**config.mk**
```make
export PLATFORM = sky130hd
export DESIGN_NAME = pre_ctrl
export DESIGN_NICKNAME = d
export VERILOG_FILES = /design/src/rtl/pre_pkg.sv /design/src/rtl/pre_ctrl.sv
export SDC_FILE = /design/constraint.sdc
export NUM_CORES = 1
export LEC_CHECK = 0
export ABC_AREA = 1
export BUFFER_PORTS_ARGS = -buffer_cell sky130_fd_sc_hd__buf_2
export CELL_PAD_IN_SITES_DETAIL_PLACEMENT = 1
export CELL_PAD_IN_SITES_GLOBAL_PLACEMENT = 1
export CORE_UTILIZATION = 23
export DETAILED_ROUTE_END_ITERATION = 16
export HOLD_SLACK_MARGIN = 0.12
export PLACE_DENSITY = 0.75
export SYNTH_ARGS = -nofsm -noshare
export SYNTH_HDL_FRONTEND = slang
export SYNTH_SLANG_ARGS = --single-unit
export TNS_END_PERCENT = 1
```
**constraint.sdc**
```tcl
create_clock -name clk -period 1.1 [get_ports clk]
set_input_delay 0 -clock clk [delete_from_list [all_inputs] [get_ports clk]]
set_output_delay 0 -clock clk [all_outputs]
set_load 0.01 [all_outputs]
```
**src/rtl/pre_pkg.sv**
```systemverilog
`timescale 1ns / 1ps
// Package for the page replacement engine: sizes, codes, payload and
// controller/datapath interface types. Used by every module in rtl/.
package pre_pkg;

  localparam int FRAMES     = 16;
  localparam int PAGES      = 256;
  localparam int COUNT_BITS = 16;
  localparam int SLOT_BITS  = (FRAMES > 1) ? $clog2(FRAMES) : 1;
  localparam int HIST_BITS  = (PAGES > 1) ? $clog2(PAGES) : 1;
  localparam int NF_BITS    = $clog2(FRAMES + 1);
  localparam logic [COUNT_BITS-1:0] COUNT_MAX = '1;
  localparam logic [15:0] FAULT_MAX = 16'hFFFF;

  localparam logic [1:0] POLICY_FIFO = 2'd0;
  localparam logic [1:0] POLICY_LRU  = 2'd1;
  localparam logic [1:0] POLICY_LFU  = 2'd2;

  localparam logic REG_POLICY = 1'b0;
  localparam logic REG_FRAMES = 1'b1;

  localparam logic OP_REF   = 1'b0;
  localparam logic OP_CLEAR = 1'b1;

  typedef struct packed {
    logic       operation;
    logic [7:0] page;
  } in_item_t;

  typedef struct packed {
    logic       hit;
    logic [3:0] slot;
    logic       evicted_valid;
    logic [7:0] evicted_page;
    logic [15:0] fault_count;
  } out_item_t;

  typedef enum logic [2:0] {
    ST_SWEEP,
    ST_IDLE,
    ST_LOOK,
    ST_SEARCH,
    ST_COMMIT,
    ST_SEND,
    ST_CLEAR_SWEEP
  } state_t;

  // Commands from the controller to the datapath.
  typedef struct packed {
    logic sweep;       // clear one history entry at the sweep address
    logic load;        // capture the input item, read history
    logic look;        // register hit/empty lookup, write history
    logic search_step; // compare one frame in the victim search
    logic commit;      // update frames and build the result
    logic clear_run;   // clear frame state and counters
  } cmd_t;

  // Status from the datapath to the controller.
  typedef struct packed {
    logic sweep_done;
    logic is_clear;
    logic need_search;
    logic search_done;
  } status_t;

endpackage

```
**src/rtl/pre_ctrl.sv**
```systemverilog
`timescale 1ns / 1ps
// Controller state machine of the page replacement engine.
// Depends on pre_pkg; drives the datapath by cmd_t and reads status_t.
module pre_ctrl (
  input  logic             clk,
  input  logic             rst,
  input  logic             in_valid,
  output logic             in_stall,
  output logic             out_valid,
  input  logic             out_stall,
  input  pre_pkg::status_t status,
  output pre_pkg::cmd_t    cmd
);
  import pre_pkg::*;

  state_t state, state_next;

  // State register.
  always_ff @(posedge clk) begin
    if (rst) begin
      state <= ST_SWEEP;
    end else begin
      state <= state_next;
    end
  end

  // Next state and commands.
  always_comb begin
    state_next = state;
    cmd = '0;
    in_stall = 1'b1;
    out_valid = 1'b0;
    case (state)
      ST_SWEEP: begin
        cmd.sweep = 1'b1;
        if (status.sweep_done) begin
          state_next = ST_IDLE;
        end
      end
      ST_IDLE: begin
        in_stall = 1'b0;
        if (in_valid) begin
          cmd.load = 1'b1;
          state_next = ST_LOOK;
        end
      end
      ST_LOOK: begin
        if (status.is_clear) begin
          cmd.clear_run = 1'b1;
          state_next = ST_CLEAR_SWEEP;
        end else begin
          cmd.look = 1'b1;
          state_next = ST_SEARCH;
        end
      end
      ST_SEARCH: begin
        if (!status.need_search || status.search_done) begin
          state_next = ST_COMMIT;
        end else begin
          cmd.search_step = 1'b1;
        end
      end
      ST_COMMIT: begin
        cmd.commit = 1'b1;
        state_next = ST_SEND;
      end
      ST_SEND: begin
        out_valid = 1'b1;
        if (!out_stall) begin
          state_next = ST_IDLE;
        end
      end
      // A clear sweeps the history, then sends its all-zero result.
      ST_CLEAR_SWEEP: begin
        cmd.sweep = 1'b1;
        if (status.sweep_done) begin
          state_next = ST_SEND;
        end
      end
      default: state_next = ST_SWEEP;
    endcase
  end

endmodule

```
==> flow_summary.json, run 1 <==
{
  "routed_wl_mm": 1.15,
  "yosysTopAreaCell": "dfxtp_1",
  "min-delay-start": "status[2]",
  "relSlewSlack": 0.870,
  "startpoint": "state[1]$_SDFFE_PP0P_",
  "place_ws_ns": -0.0945,
  "synth_cells": 57,
  "grt_pass1_wl_mm": 1.73,
  "core_area_mm2": 0.00119,
  "final_util": 0.473,
  "synth-seq-cells": 3,
  "p_leak_nw": 0.318,
  "fmax_mhz": 889,
  "antenna_found_initial": 0,
  "initial_core_util": 0.264,
  "cts_sinks": 3,
  "clockPowerShare": 0.145,
  "p_sw_mw": 0.753,
  "overflow": 0,
  "die_x_um": 38.9,
  "crit_required_ns": 1.10,
  "grt_usage": 0.189,
  "drc": 0,
  "slowest_delay_ns": 0.39,
  "synth_fp_nets": 65,
  "ir_worst_vdd_mv": 1.10,
  "io_buffers": 15,
  "nets": 93,
  "netlist.area_leader.share": 0.192,
  "cts_root_buffer": "clkbuf_4",
  "reg.largest.list": "state (3)",
  "drive_gt1_frac": 0.536,
  "finClkSkew_ns": 0.00471,
  "crit_path_end_kind": "primary output",
  "clk_latency_ns": 0.26,
  "gp_congestion": 0.831,
  "hpwl_um": 824,
  "n_antenna_cell": 0,
  "startpoint_type": "register",
  "worst_pin_slew_ns": 0.193,
  "grt_max_degree": 8,
  "worst_slack_ns": -0.0246,
  "path_buf_inv": 2,
  "setup_viol": 4,
  "power.share.combinational": 0.660,
  "routed-via-count": 456,
  "cts_tree": "done",
  "r2r-start": "state[2]$_SDFFE_PP0P_",
  "die_area_mm2": 0.00151,
  "synth-seq-area-share": 0.192,
  "fin_crit_ns": 1.12,
  "p_int_mw": 0.806,
  "critPathTopFamily": "flip-flops",
  "htree_levels": 1,
  "cp_slowest_cell": "dfxtp_4",
  "dieHeight_um": 38.9,
  "ios": 16,
  "numCtsBuffers": 3,
  "synth_cell_types": 14,
  "avgSynthCellArea_um2": 5.49,
  "report.final.slew_viol_count": 0,
  "cp_cell_sequence": "buf_6, nand2_2, o21ai_2, buf_2",
  "p_seq_frac": 0.195,
  "worstSetupPathType": "reg -> out",
  "firstDrtPassIters": 4,
  "drt_iter0_drc": 4,
  "violations": "setup timing",
  "clk_path_buf_depth": 2,
  "num_rows": 12,
  "p_per_area_mw_per_mm2": 2780,
  "setup_tns_ns": -0.0361,
  "drv_cap": 0,
  "syn_area_um2": 313,
  "min_period_over_period": 1.02,
  "num-fill-cells": 166,
  "cp.arrival_ns": 1.12,
  "grt_setup_unrepaired": "yes",
  "synthTopCellsByArea": "dfxtp_1 (19%), nor2_1 (14%), inv_1 (13%)",
  "swShare": 0.483,
  "postRouteAntennaNets": 0,
  "grt_pass1_vias": 407,
  "status": "complete, but fails checks",
  "wl_per_cell_um": 11.8,
  "path_max_fanout": 7,
  "regMostFlops": "state",
  "largest_reg_flops": 3,
  "via_per_inst": 4.65,
  "area_growth_pct": 79.2,
  "hp-class": "in -> reg",
  "yosysWarningCount": 0,
  "clkTransAtPathRegs_ns": 0.05,
  "hold_viol_final": 0
}
[area by class of cell]
type,count,area [um2],share of cell area
clock buffers,4,26.3,0.0469
repair buffers,24,160,0.286
flip-flops and latches,3,71.3,0.127
inverters,13,53.8,0.0960
well taps,14,17.5,0.0312
multi-input cells,40,231,0.413
[repair_timing]
action	in CTS	in global routing
endpoints found under the hold margin	3	0
hold buffers	1	0
setup endpoints to repair	10	10
resized for setup	14	10
gates cloned	0	0
pin swaps	3	9
setup buffers	0	2
[worst reg2reg max path, cell delays in order, from the launching register on]
cell,delay [ns]
dfxtp_4,0.37
inv_4,0.05
maj3_1,0.32
o21ai_0,0.10
nor2_1,0.07
nor2_1,0.12
[cell families (layout without fill, tap and decap cells)]
| kind of cell | Yosys count | in the layout | synth area share |
|---|---|---|---|
| adder cells (fa/ha/maj) | 1 | 1 | 0.0320 |
| flip-flops | 3 | 3 | 0.192 |
| buffers and inverters | 14 | 41 | 0.192 |
| AND/OR/NAND/NOR | 36 | 36 | 0.536 |
| AO/OA/AOI/OAI | 3 | 3 | 0.0480 |
[per-stage QoR]
stage	power, mW	instance area [um2]	hold WS (ns)	std cells
CTS	1.44	512	0.125	96
global route	1.70	561	0.172	98
floorplan	0.771	313	0.0475	57
global placement	1.04	439	0.172	91
finish	1.56	561	0.149	98
detailed placement	1.07	439	0.175	91
[synth_stat cells, drive strengths merged]
master and count:
a21oi 1, buf 1, dfxtp 3, inv 13, maj3 1, nand2 15, nand3 5, nand3b 1
nand4 2, nor2 13, o21ai 2
[power groups by stage]
| stage | registers [mW] | clock network, mW | logic, mW |
|---|---|---|---|
| floorplan | 0.197 | 0 | 0.573 |
| global placement | 0.234 | 0 | 0.809 |
| detailed placement | 0.237 | 0 | 0.832 |
| CTS | 0.276 | 0.222 | 0.943 |
| global route | 0.315 | 0.242 | 1.14 |
| finish | 0.304 | 0.226 | 1.03 |
[metal layers]
metal  global-route usage  share of wire  up-vias
met4                0.155          0.038        0
li1                     -              -      231
met3               0.0694          0.052        4
met2                0.308           0.50       14
met5                    0              0        -
met1                0.189           0.41      207
[placed cells by master, fill, tap and decap left out, types with 2 or more instances in the layout]
cell / n
nand3_1: 4
inv_1: 10
inv_4: 2
nor2_1: 8
nand2_2: 5
nand4_1: 2
buf_6: 4
clkbuf_4: 3
buf_2: 15
dfxtp_4: 3
nor2_4: 3
buf_4: 4
nand2_1: 9
nor2_2: 2
[worst paths after layout]
kind / end / slack, ns / cells after the start
max reg2reg: state[0]$_SDFFE_PP0P_ / -0.01 / 5
min reg2reg: state[1]$_SDFFE_PP0P_ / 0.71 / 5
max: cmd[5] / -0.02 / 4
min: state[0]$_SDFFE_PP0P_ / 0.15 / 4
(Power assumes the default switching activity.)
==> run 2, diff against run 1 <==
--- a/config.mk
+++ b/config.mk
@@ -13,6 +13,7 @@
 export DETAILED_ROUTE_END_ITERATION = 16
 export HOLD_SLACK_MARGIN = 0.12
 export PLACE_DENSITY = 0.75
+export SKIP_CTS_REPAIR_TIMING = 1
 export SYNTH_ARGS = -nofsm -noshare
 export SYNTH_HDL_FRONTEND = slang
 export SYNTH_SLANG_ARGS = --single-unit
==> constraint.sdc (replaced) <==
create_clock -name clk -period 1.1 [get_ports clk]
set_input_delay 0 -clock clk [delete_from_list [all_inputs] [get_ports clk]]
set_output_delay 0 -clock clk [all_outputs]
set_load 0.005 [all_outputs]
==> run 2 against run 1 <==
  * The flow still finishes with violations (setup timing)
  * Clock skew up 0.0027 ns
  * Global-route usage down 3.3 points
  * Highest routed layer is now met3
  * Clock power down 14%
  * Final cell count down 2.0%
  * Worst hold slack worse by 0.0041 ns
  * First-iteration DRC count up 75%
  * Wire length down 8.2%
  * Sequential cell count unchanged
  * Critical endpoint is now state[1]$_SDFFE_PP0P_
  * Register-to-register slack worse by 0.03 ns
==> flow_summary.json, run 2 (synthesis gave the netlist of run 1 again) <==
{
  "status": "complete, but fails checks",
  "violations": "setup timing",
  "stdcell_count": 96,
  "routed_wl_mm": 1.06,
  "r2r-start": "state[1]$_SDFFE_PP0P_",
  "path_buf_inv": 1,
  "antenna_found_initial": 0,
  "min-delay-start": "status[3]",
  "cts_tree": "done",
  "gp_congestion": 0.843,
  "finClkSkew_ns": 0.00743,
  "p_sw_mw": 0.658,
  "slowest_delay_ns": 0.37,
  "drive_gt1_frac": 0.500,
  "drt_iter0_drc": 7,
  "cp_slowest_cell": "dfxtp_4",
  "finalPower_mw": 1.38,
  "ir_worst_vdd_mv": 1.61,
  "worst_pin_slew_ns": 0.198,
  "setup_viol": 2,
  "drv_cap": 0,
  "min_to": "state[0]$_SDFFE_PP0P_",
  "hold_viol_final": 0,
  "clkTransAtPathRegs_ns": 0.04,
  "io_buffers": 15,
  "holdPathStages": 5,
  "core_area_mm2": 0.00119,
  "final_area_um2": 518,
  "num-fill-cells": 170,
  "wl_per_cell_um": 11.0,
  "reg.largest.list": "state (3)",
  "grt_pass1_wl_mm": 1.59,
  "p_seq_frac": 0.219,
  "min_period_over_period": 1.04,
  "fin_crit_ns": 1.14,
  "r2r-end": "state[1]$_SDFFE_PP0P_",
  "die_area_mm2": 0.00151,
  "grt_max_degree": 9,
  "num_rows": 12,
  "cts_root_buffer": "clkbuf_4",
  "grt_pass1_vias": 405,
  "htree_levels": 1,
  "area_growth_pct": 65.6,
  "p_per_area_mw_per_mm2": 2670,
  "hp-class": "in -> reg",
  "dp.cells": 90,
  "cts_sinks": 3,
  "path_max_fanout": 7,
  "p_leak_nw": 0.298,
  "initial_core_util": 0.264,
  "clk_latency_ns": 0.24,
  "n_antenna_cell": 0,
  "swShare": 0.476,
  "regMostFlops": "state",
  "power.share.combinational": 0.641,
  "cp.arrival_ns": 1.27,
  "cp_cell_sequence": "nor2_1, nand3_1, nand2_2, nor2_4, nand2_2, nand2_1, inv_1, nor2_1",
  "worstSetupPathType": "reg -> reg",
  "ff2ff_path_depth": 8,
  "overflow": 0,
  "worst-path-stages": 8,
  "crit_required_ns": 1.23,
  "worst_slack_ns": -0.0428,
  "dieHeight_um": 38.9,
  "clockPowerShare": 0.141,
  "firstDrtPassIters": 4,
  "mostFrequentLayoutCells": "buf_2 (15), inv_1 (11), nand2_1 (10)",
  "startpoint_type": "register",
  "relSlewSlack": 0.867,
  "die_x_um": 38.9,
  "final_common_cell": "buf_2",
  "timing.reg2reg.setup_slack_ns": -0.04,
  "critPathTopFamily": "simple AND/OR/NAND/NOR gates",
  "report.final.slew_viol_count": 0,
  "p_int_mw": 0.726,
  "crit_path_end_kind": "register",
  "drc": 0,
  "clk_path_buf_depth": 2,
  "postRouteAntennaNets": 0,
  "routed-via-count": 432,
  "grt_setup_unrepaired": "yes",
  "startpoint": "state[1]$_SDFFE_PP0P_",
  "grt_usage": 0.156,
  "fmax_mhz": 875,
  "via_per_inst": 4.50,
  "numCtsBuffers": 3,
  "ios": 16,
  "largest_reg_flops": 3,
  "placed_area_um2": 432,
  "nets": 91,
  "hpwl_um": 786
}
-- run 2: routing by layer --
layer	track usage	routed length (um)	vias to the layer above
met5	0	0	-
met4	0	0	0
met3	0.0694	54	0
met2	0.292	600	14
met1	0.169	404	194
li1	-	-	224
-- run 2: worst register-to-register path: stages (launching register included) --
cell	delay (ns)
dfxtp_4	0.37
nor2_1	0.17
nand3_1	0.13
nand2_2	0.12
nor2_4	0.04
nand2_2	0.07
nand2_1	0.06
inv_1	0.05
nor2_1	0.03
-- run 2: worst max-delay path by stage --
stage	endpoint
floorplan	state[1]$_SDFFE_PP0P_
global placement	state[0]$_SDFFE_PP0P_
detailed placement	state[0]$_SDFFE_PP0P_
CTS	cmd[5]
global route	state[1]$_SDFFE_PP0P_
finish	state[1]$_SDFFE_PP0P_
-- run 2: cell type report --
type | instances | area, um2 | share of cell area
multi-input cells | 40 | 219 | 0.423
clock buffers | 4 | 26.3 | 0.0507
inverters | 13 | 53.8 | 0.104
flip-flops and latches | 3 | 71.3 | 0.138
well taps | 14 | 17.5 | 0.0338
repair buffers | 22 | 130 | 0.251
-- run 2: power by group through the flow --
stage	Combinational [mW]	Clock, mW	Sequential [mW]
final	0.887	0.195	0.303
after global placement	0.757	0	0.250
after global routing	0.993	0.213	0.315
after detailed placement	0.783	0	0.252
after CTS	0.787	0.200	0.248
after floorplan	0.533	0	0.197
-- run 2: through the flow --
stage | utilization | setup slack (ns) | setup TNS [ns] | hold slack (ns)
2_1_floorplan | - | 0.0622 | 0 | 0.0311
3_3_place_gp | 0.364 | -0.0833 | -0.186 | 0.175
3_5_place_dp | 0.364 | -0.130 | -0.327 | 0.181
4_1_cts | 0.386 | -0.168 | -0.981 | -0.0536
5_1_grt | 0.437 | -0.135 | -0.405 | 0.195
6_report | 0.437 | -0.0428 | -0.0517 | 0.145
